===== src/hdl/gbuf_pkg.sv =====
`timescale 1ns / 1ps
`default_nettype none

package gbuf_pkg;

   // Command codes carried on the request channel.
   typedef enum logic [3:0] {
      FN_INSERT     = 4'd0,
      FN_DEL_L_CHAR = 4'd1,
      FN_DEL_L_WORD = 4'd2,
      FN_DEL_R_CHAR = 4'd3,
      FN_MOV_L_CHAR = 4'd4,
      FN_MOV_R_CHAR = 4'd5,
      FN_MOV_L_WORD = 4'd6,
      FN_MOV_R_WORD = 4'd7,
      FN_CLEAR      = 4'd8,
      FN_READ       = 4'd9
   } func_type;

   // Status codes returned with every result.
   typedef enum logic [1:0] {
      ST_DONE      = 2'd0,
      ST_NOCHANGE  = 2'd1,
      ST_FULL      = 2'd2,
      ST_RANGE     = 2'd3
   } status_type;

   localparam logic [7:0] CHAR_UNDERSCORE = 8'h5F;

   // Letters, digits and underscore belong to a word.
   function automatic logic is_word_byte(input logic [7:0] c);
      logic digit;
      logic upper;
      logic lower;
      digit = (c >= 8'h30) && (c <= 8'h39);
      upper = (c >= 8'h41) && (c <= 8'h5A);
      lower = (c >= 8'h61) && (c <= 8'h7A);
      return digit || upper || lower || (c == CHAR_UNDERSCORE);
   endfunction

endpackage

`default_nettype wire


===== src/hdl/gap_buffer_line_editor.sv =====
`timescale 1ns / 1ps
`default_nettype none

// Gap buffer line editor.
// A command transaction is accepted at a rising edge where start is high and busy
// is low; req_func selects the command, req_char_in is the byte to insert and
// req_read_index is the logical position to read. Every command answers with
// exactly one result: rsp_valid is high for one cycle with the status, the byte
// read (zero otherwise), the cursor position and the content length after the
// command. The receiver cannot stall, so results are never held back.
// Insert, byte deletes, clear, out-of-range reads and unknown commands finish at
// the accept edge and answer in the next cycle; busy stays low, so a new command
// may follow at once. Byte moves and in-range reads make one pass through the
// text memory: accept, address, evaluate, and the result is registered at the
// end of evaluate; a byte move that finds no byte to cross in its direction
// answers from the address state. Word moves and the left word delete walk the
// gap edge one byte at a time, each byte through address and then evaluate of
// the registered read data. The text memory has a registered read port.
// Reset empties the buffer (cursor and length zero) and drops any command
// in flight; the text memory itself is not cleared.

module gap_buffer_line_editor #(
   parameter int unsigned CAPACITY = 256
) (
   input  wire logic       clock,
   input  wire logic       reset,
   input  wire logic       start,
   output logic            busy,
   input  wire logic [3:0] req_func,
   input  wire logic [7:0] req_char_in,
   input  wire logic [7:0] req_read_index,
   output logic            rsp_valid,
   output logic [1:0]      rsp_status,
   output logic [7:0]      rsp_char_out,
   output logic [8:0]      rsp_cursor_pos,
   output logic [8:0]      rsp_content_len
);

   import gbuf_pkg::*;

   // Pointer width holds 0..CAPACITY; address width indexes the memory.
   localparam int unsigned PW = $clog2(CAPACITY + 1);
   localparam int unsigned AW = $clog2(CAPACITY);
   localparam int unsigned XW = (PW > 8) ? PW : 8;
   localparam logic [PW-1:0] CAP_P = PW'(CAPACITY);

   typedef enum logic [2:0] {
      S_IDLE = 3'b001,
      S_ADDR = 3'b010,
      S_EVAL = 3'b100
   } state_type;

   state_type        state_ff, state_in;
   logic [PW-1:0]    gf_ff, gf_in;      // gap start, which is also the cursor
   logic [PW-1:0]    gp_ff, gp_in;      // first byte past the gap
   func_type         op_ff, op_in;
   logic [7:0]       idx_ff, idx_in;
   logic             skip_ff, skip_in;  // word walk is still skipping boundary bytes
   logic             moved_ff, moved_in;

   logic             rsp_valid_ff;
   status_type       rsp_status_ff, rsp_status_in;
   logic [7:0]       rsp_char_ff, rsp_char_in;
   logic [8:0]       rsp_cursor_ff;
   logic [8:0]       rsp_len_ff;

   logic             done;
   logic [PW-1:0]    len_cur;
   logic [PW-1:0]    len_next;
   logic             accept;
   logic             read_in_range;
   logic [XW-1:0]    phys_x;
   logic             left_op;
   logic             single_op;
   logic             word_byte;
   logic             consume;

   logic             mem_we;
   logic [AW-1:0]    mem_waddr;
   logic [7:0]       mem_wdata;
   logic [AW-1:0]    mem_raddr;
   logic [7:0]       mem_rdata;

   gbuf_ram #(
      .WIDTH (8),
      .DEPTH (CAPACITY)
   ) u_text (
      .clock   (clock),
      .wr_en   (mem_we),
      .wr_addr (mem_waddr),
      .wr_data (mem_wdata),
      .rd_addr (mem_raddr),
      .rd_data (mem_rdata)
   );

   assign busy    = (state_ff != S_IDLE);
   assign accept  = start && !busy;
   assign len_cur = gf_ff + (CAP_P - gp_ff);

   assign read_in_range = XW'(req_read_index) < XW'(len_cur);

   // Logical to physical: positions at or after the cursor sit past the gap.
   assign phys_x = (XW'(idx_ff) < XW'(gf_ff)) ? XW'(idx_ff)
                                               : XW'(idx_ff) + XW'(gp_ff - gf_ff);

   assign left_op   = (op_ff == FN_DEL_L_WORD) || (op_ff == FN_MOV_L_CHAR) ||
                      (op_ff == FN_MOV_L_WORD);
   assign single_op = (op_ff == FN_MOV_L_CHAR) || (op_ff == FN_MOV_R_CHAR);
   assign word_byte = is_word_byte(mem_rdata);
   // A word walk takes boundary bytes first, then word bytes, and stops at the
   // first boundary byte that follows a word byte.
   assign consume   = single_op || skip_ff || word_byte;

   always_comb begin
      state_in      = state_ff;
      gf_in         = gf_ff;
      gp_in         = gp_ff;
      op_in         = op_ff;
      idx_in        = idx_ff;
      skip_in       = skip_ff;
      moved_in      = moved_ff;
      done          = 1'b0;
      rsp_status_in = ST_NOCHANGE;
      rsp_char_in   = 8'd0;
      mem_we        = 1'b0;
      mem_waddr     = gf_ff[AW-1:0];
      mem_wdata     = req_char_in;
      mem_raddr     = gp_ff[AW-1:0];

      case (state_ff)
         S_IDLE: begin
            if (accept) begin
               op_in    = func_type'(req_func);
               idx_in   = req_read_index;
               skip_in  = 1'b1;
               moved_in = 1'b0;
               case (req_func)
                  FN_INSERT: begin
                     done = 1'b1;
                     if (gf_ff == gp_ff) begin
                        rsp_status_in = ST_FULL;
                     end else begin
                        mem_we        = 1'b1;
                        gf_in         = gf_ff + 1'b1;
                        rsp_status_in = ST_DONE;
                     end
                  end
                  FN_DEL_L_CHAR: begin
                     done = 1'b1;
                     if (gf_ff != '0) begin
                        gf_in         = gf_ff - 1'b1;
                        rsp_status_in = ST_DONE;
                     end
                  end
                  FN_DEL_R_CHAR: begin
                     done = 1'b1;
                     if (gp_ff != CAP_P) begin
                        gp_in         = gp_ff + 1'b1;
                        rsp_status_in = ST_DONE;
                     end
                  end
                  FN_DEL_L_WORD, FN_MOV_L_CHAR, FN_MOV_R_CHAR,
                  FN_MOV_L_WORD, FN_MOV_R_WORD: begin
                     state_in = S_ADDR;
                  end
                  FN_CLEAR: begin
                     done          = 1'b1;
                     gf_in         = '0;
                     gp_in         = CAP_P;
                     rsp_status_in = ST_DONE;
                  end
                  FN_READ: begin
                     if (read_in_range) begin
                        state_in = S_ADDR;
                     end else begin
                        done          = 1'b1;
                        rsp_status_in = ST_RANGE;
                     end
                  end
                  default: begin
                     done = 1'b1;
                  end
               endcase
            end
         end

         S_ADDR: begin
            if (op_ff == FN_READ) begin
               mem_raddr = phys_x[AW-1:0];
               state_in  = S_EVAL;
            end else if (left_op) begin
               // The byte left of the cursor sits just below the gap.
               mem_raddr = AW'(gf_ff - 1'b1);
               if (gf_ff == '0) begin
                  done          = 1'b1;
                  rsp_status_in = moved_ff ? ST_DONE : ST_NOCHANGE;
                  state_in      = S_IDLE;
               end else begin
                  state_in = S_EVAL;
               end
            end else begin
               // The byte right of the cursor sits just past the gap.
               mem_raddr = gp_ff[AW-1:0];
               if (gp_ff == CAP_P) begin
                  done          = 1'b1;
                  rsp_status_in = moved_ff ? ST_DONE : ST_NOCHANGE;
                  state_in      = S_IDLE;
               end else begin
                  state_in = S_EVAL;
               end
            end
         end

         S_EVAL: begin
            mem_wdata = mem_rdata;
            if (op_ff == FN_READ) begin
               done          = 1'b1;
               rsp_status_in = ST_DONE;
               rsp_char_in   = mem_rdata;
               state_in      = S_IDLE;
            end else if (consume) begin
               moved_in = 1'b1;
               skip_in  = skip_ff && !word_byte;
               case (op_ff)
                  FN_DEL_L_WORD: begin
                     gf_in = gf_ff - 1'b1;
                  end
                  FN_MOV_L_CHAR, FN_MOV_L_WORD: begin
                     // Carry the byte across the gap to its upper edge.
                     mem_we    = 1'b1;
                     mem_waddr = AW'(gp_ff - 1'b1);
                     gf_in     = gf_ff - 1'b1;
                     gp_in     = gp_ff - 1'b1;
                  end
                  FN_MOV_R_CHAR, FN_MOV_R_WORD: begin
                     mem_we    = 1'b1;
                     mem_waddr = gf_ff[AW-1:0];
                     gf_in     = gf_ff + 1'b1;
                     gp_in     = gp_ff + 1'b1;
                  end
                  default: begin
                  end
               endcase
               if (single_op) begin
                  done          = 1'b1;
                  rsp_status_in = ST_DONE;
                  state_in      = S_IDLE;
               end else begin
                  state_in = S_ADDR;
               end
            end else begin
               done          = 1'b1;
               rsp_status_in = moved_ff ? ST_DONE : ST_NOCHANGE;
               state_in      = S_IDLE;
            end
         end

         default: begin
            state_in = S_IDLE;
         end
      endcase
   end

   assign len_next = gf_in + (CAP_P - gp_in);

   always_ff @(posedge clock) begin
      if (reset) begin
         state_ff     <= S_IDLE;
         gf_ff        <= '0;
         gp_ff        <= CAP_P;
         rsp_valid_ff <= 1'b0;
      end else begin
         state_ff     <= state_in;
         gf_ff        <= gf_in;
         gp_ff        <= gp_in;
         rsp_valid_ff <= done;
      end
   end

   always_ff @(posedge clock) begin
      op_ff    <= op_in;
      idx_ff   <= idx_in;
      skip_ff  <= skip_in;
      moved_ff <= moved_in;
      if (done) begin
         rsp_status_ff <= rsp_status_in;
         rsp_char_ff   <= rsp_char_in;
         rsp_cursor_ff <= 9'(gf_in);
         rsp_len_ff    <= 9'(len_next);
      end
   end

   assign rsp_valid       = rsp_valid_ff;
   assign rsp_status      = rsp_status_ff;
   assign rsp_char_out    = rsp_char_ff;
   assign rsp_cursor_pos  = rsp_cursor_ff;
   assign rsp_content_len = rsp_len_ff;

endmodule

`default_nettype wire


===== src/hdl/gbuf_ram.sv =====
`timescale 1ns / 1ps
`default_nettype none

module gbuf_ram #(
   parameter int unsigned WIDTH = 8,
   parameter int unsigned DEPTH = 256
) (
   input  wire logic                     clock,
   input  wire logic                     wr_en,
   input  wire logic [$clog2(DEPTH)-1:0] wr_addr,
   input  wire logic [WIDTH-1:0]         wr_data,
   input  wire logic [$clog2(DEPTH)-1:0] rd_addr,
   output logic      [WIDTH-1:0]         rd_data
);

   logic [WIDTH-1:0] mem_ff [DEPTH];
   logic [WIDTH-1:0] rd_data_ff;

   always_ff @(posedge clock) begin
      if (wr_en) begin
         mem_ff[wr_addr] <= wr_data;
      end
      rd_data_ff <= mem_ff[rd_addr];
   end

   assign rd_data = rd_data_ff;

endmodule

`default_nettype wire


===== config.mk =====
export PLATFORM = sky130hd
export DESIGN_NAME = gap_buffer_line_editor
export DESIGN_NICKNAME = d
export VERILOG_FILES = /design/src/hdl/gbuf_pkg.sv /design/src/hdl/gap_buffer_line_editor.sv /design/src/hdl/gbuf_ram.sv
export SDC_FILE = /design/constraint.sdc
export NUM_CORES = 2
export LEC_CHECK = 0
export BUFFER_PORTS_ARGS = -buffer_cell sky130_fd_sc_hd__buf_2
export CAP_MARGIN = 0
export CORE_MARGIN = 5
export CORE_UTILIZATION = 30
export DETAILED_ROUTE_END_ITERATION = 12
export HOLD_SLACK_MARGIN = 0.15
export PLACE_DENSITY_LB_ADDON = 0.2
export SLEW_MARGIN = 20
export SYNTH_ARGS = -nofsm -noshare
export SYNTH_HDL_FRONTEND = slang
export SYNTH_SLANG_ARGS = --single-unit

===== constraint.sdc =====
create_clock -name clock -period 17.6 [get_ports clock]
set_input_delay 0.88 -clock clock [delete_from_list [all_inputs] [get_ports clock]]
set_output_delay 0.88 -clock clock [all_outputs]
set_load 0.005 [all_outputs]

==> results.txt <==
Post-synth ARST share -> 0
# setup viols final -> 0
CTS tree -> built
Vias in the first global route -> 55500
Pwr Density -> 106 mW/mm2
Netlist Area Pre-Place -> 0.0886 mm2
Most used cell, CP -> buf_4
Worst-path clk slew -> 0.07 ns
Run status -> finished clean
Max-slew violation count -> 0
Cell Chain, Critical Path -> inv_1 -> ha_1 -> or2_2 -> o211ai_2 -> nand2_2 -> o41a_2 -> buf_4 -> nand2_8 -> buf_4 -> buf_4 -> buf_4 -> mux2i_1 -> a221o_1 -> a2bb2oi_1 -> a211oi_1 -> o311ai_1 -> o31ai_1
Synth top area cells -> edfxtp_1, nand2_1, mux2i_1
Setup CP Type -> flop to flop
Layout cells sized above 1 -> 0.0938
Cell count after synthesis -> 6659
Predominant post-synthesis flop cell -> edfxtp_1
Max-slew headroom -> 0.140
CTS Hold Bufs -> 0
P&R area growth vs syn -> 13.2%
Skew final -> 0.0660 ns
Num CTS Buffers -> 223
Clk buf depth -> 3
Largest net degree at the start of global routing -> 200
Static Leak -> 33.3 nW
Seq/Total Area, Yosys -> 0.715
Max FO, Critical Path -> 95
Final HPWL DP -> 197000 um
Via count of the routed design -> 58600
Row count -> 199
Tightest Hold Check Type -> primary input to flop
YS warnings -> 0
ANT nets after route -> 0
Clock power share -> 0.427
Post-CTS setup buffer count -> 0
Comb pwr share -> 0.046
Post-synth EDFFs -> 2090
Root buffer cell -> clkbuf_16
TNS Setup -> 0 ns
Initial antenna violation count -> 29
Final min period -> 8.03 ns
Crit-path leading delay family -> buffers and inverters
Layout Utilization -> 0.341
Vias/cell -> 5.43
Tot GR Track Use -> 0.207
Pre-antenna DRT Iters -> 6
Die Wd -> 554 um
Most frequent cells in the layout -> edfxtp_1, nand2_1, nand3_1
Sequential power share -> 0.527
Final hold viol count -> 0
Die ar. -> 0.306 mm2
RSZ-0062 raised after global routing -> false
Net switching power -> 2.41 mW
Fill cells -> 28700
Critical path's slowest cell -> a211oi_1
Final net count -> 6773
Synth Net Count -> 6755
H-Tree Depth -> 4
Buffers plus inverters on the worst setup path -> 5
RD Place Congestion -> 0.860
Setup WS pre-CTS -> 9.74 ns
Cell variety after synth -> 105
Int Power -> 8.20 mW
Max Cap Violations -> 0
Final worst setup slack -> 9.57 ns
Core outline area -> 0.294 mm2
Commonest non-fill, non-tap cell in the layout -> edfxtp_1
CP Capture Type -> flop
Wire length of the first global-routing pass -> 457000 um
Crit path DAT -> 8.83 ns
Cell taking the most area after synthesis -> edfxtp_1
CP peak stage delay -> 1.02 ns
Residual overflow from global routing -> 0
Post-CTS sizing -> 0
Critical Path RT -> 18.40 ns
Max VDD drop -> 89.1 uV
Seq cells post-synth -> 2120
Avg WL per Cell -> 30.5 um
Slew @ Worst Pin -> 1.29 ns
I/O pin cnt -> 53
PortBufs -> 52
Die H -> 554 um
Routed WL -> 328000 um
Initial Utilization -> 0.301
Crit path launch type -> flop
Initial DRC Count -> 7187
Fmax achieved -> 0.125 GHz
Clock Latency Late Sink -> 0.90 ns
Synth top area share -> 0.708
DRC -> 0
CTS Sinks -> 2120
Fin crit share -> 0.456
Syn Area/Cell -> 13.3 um2
Sw Share -> 0.227
synthesized netlist by cell type, types with 11 or more instances:
master     number
edfxtp_1     2090
nand2_1      1449
nand3_1       585
nor2_1        361
mux2i_1       322
buf_2         208
a21oi_1       145
and3_1        145
clkbuf_1      130
a211oi_1      105
a31oi_1        96
o21ai_0        85
a32oi_1        77
nand4_1        73
ha_1           64
inv_1          61
a311oi_1       58
buf_4          56
o22ai_1        34
xnor2_1        33
nor3_1         32
dfxtp_1        30
nor4_1         26
a221oi_1       19
buf_1          19
o31ai_1        17
a22oi_1        16
a21o_1         15
buf_6          15
o2111ai_1      14
o211ai_1       14
o221ai_1       14
mux2_2         13
a2111oi_0      11
and4_1         11
routing by layer:
layer  wire length (um)  GRT usage  share of wire
met3              26600     0.0402          0.081
met4              13600     0.0799          0.041
met5                 77          0        0.00023
met1             141000      0.290           0.43
met2             147000      0.319           0.45
cell families (layout without fill, tap and decap cells):
logic type                 Yosys count  after routing  synth area share
AOI/OAI and AO/OA                  834            834            0.0678
xor gates and xnor gates            43             43           0.00425
adders and majority gates           73             73            0.0111
buffers and inverters              492            691            0.0274
DFF                               2120           2120             0.715
muxes                              335            335            0.0380
other                                0              8                 0
and+or+nand+nor                   2762           2762             0.137
worst reg2reg max path: cells and delay by family, from the launching register on:
family	cells	cell delay [ns]
buffers and inverters	5	2.85
adder cells (fa/ha/maj)	1	0.29
flip-flops	1	0.75
AO/OA/AOI/OAI	7	2.66
multiplexers	1	0.22
AND/OR/NAND/NOR	3	1.15
per-stage QoR:
| stage | total power [mW] | std cells | area [um2] | hold slack [ns] |
|---|---|---|---|---|
| floorplan | 5.98 | 6659 | 88600 | 0.533 |
| global placement | 6.17 | 10400 | 93300 | 0.564 |
| detailed placement | 6.18 | 10400 | 93400 | 0.580 |
| CTS | 10.7 | 10800 | 100000 | 0.153 |
| global route | 10.9 | 10800 | 100000 | 0.178 |
| finish | 10.6 | 10800 | 100000 | 0.234 |
path summary, 6_finish.rpt:
kind / start / end / slack [ns] / cells past startpoint
max: gf_ff[2] / u_text.rd_data[0] / 9.57 / 17
min: req_read_index[5] / idx_ff[5] / 0.23 / 1
max reg2reg: gf_ff[2] / u_text.rd_data[0] / 9.57 / 17
min reg2reg: state_ff[2] / state_ff[0] / 0.60 / 2
flip-flops by register name (all words and copies together) (netlist names):
| register | cells |
|---|---|
| rsp_char_out | 8 |
| state_ff | 3 |
| u_text.mem_ff | 2048 |
| skip_ff | 1 |
| u_text.rd_data | 8 |
| idx_ff | 8 |
| gp_ff | 9 |
| op_ff | 4 |
| rsp_valid | 1 |
| rsp_cursor_pos | 9 |
| gf_ff | 9 |
| moved_ff | 1 |
| rsp_status | 2 |
| rsp_content_len | 9 |
power groups by stage:
| stage | clock network, mW | registers [mW] | logic [mW] |
|---|---|---|---|
| after global routing | 4.82 | 5.59 | 0.519 |
| after detailed placement | 0 | 5.70 | 0.482 |
| after CTS | 4.60 | 5.59 | 0.483 |
| after floorplan | 0 | 5.71 | 0.272 |
| final | 4.53 | 5.59 | 0.486 |
| after global placement | 0 | 5.69 | 0.480 |
area by class of cell:
| class | instances | area [um2] | share of cell area |
|---|---|---|---|
| Antenna cell | 8 | 20.0 | 0.000200 |
| Clock buffer | 287 | 5900 | 0.0588 |
| Clock inverter | 119 | 977 | 0.00974 |
| Inverter | 64 | 240 | 0.00239 |
| Multi-Input combinational cell | 4047 | 23300 | 0.232 |
| Sequential cell | 2120 | 63400 | 0.631 |
| Tap cell | 3919 | 4900 | 0.0489 |
| Timing Repair Buffer | 221 | 1680 | 0.0168 |
(Power assumes the default switching activity.)
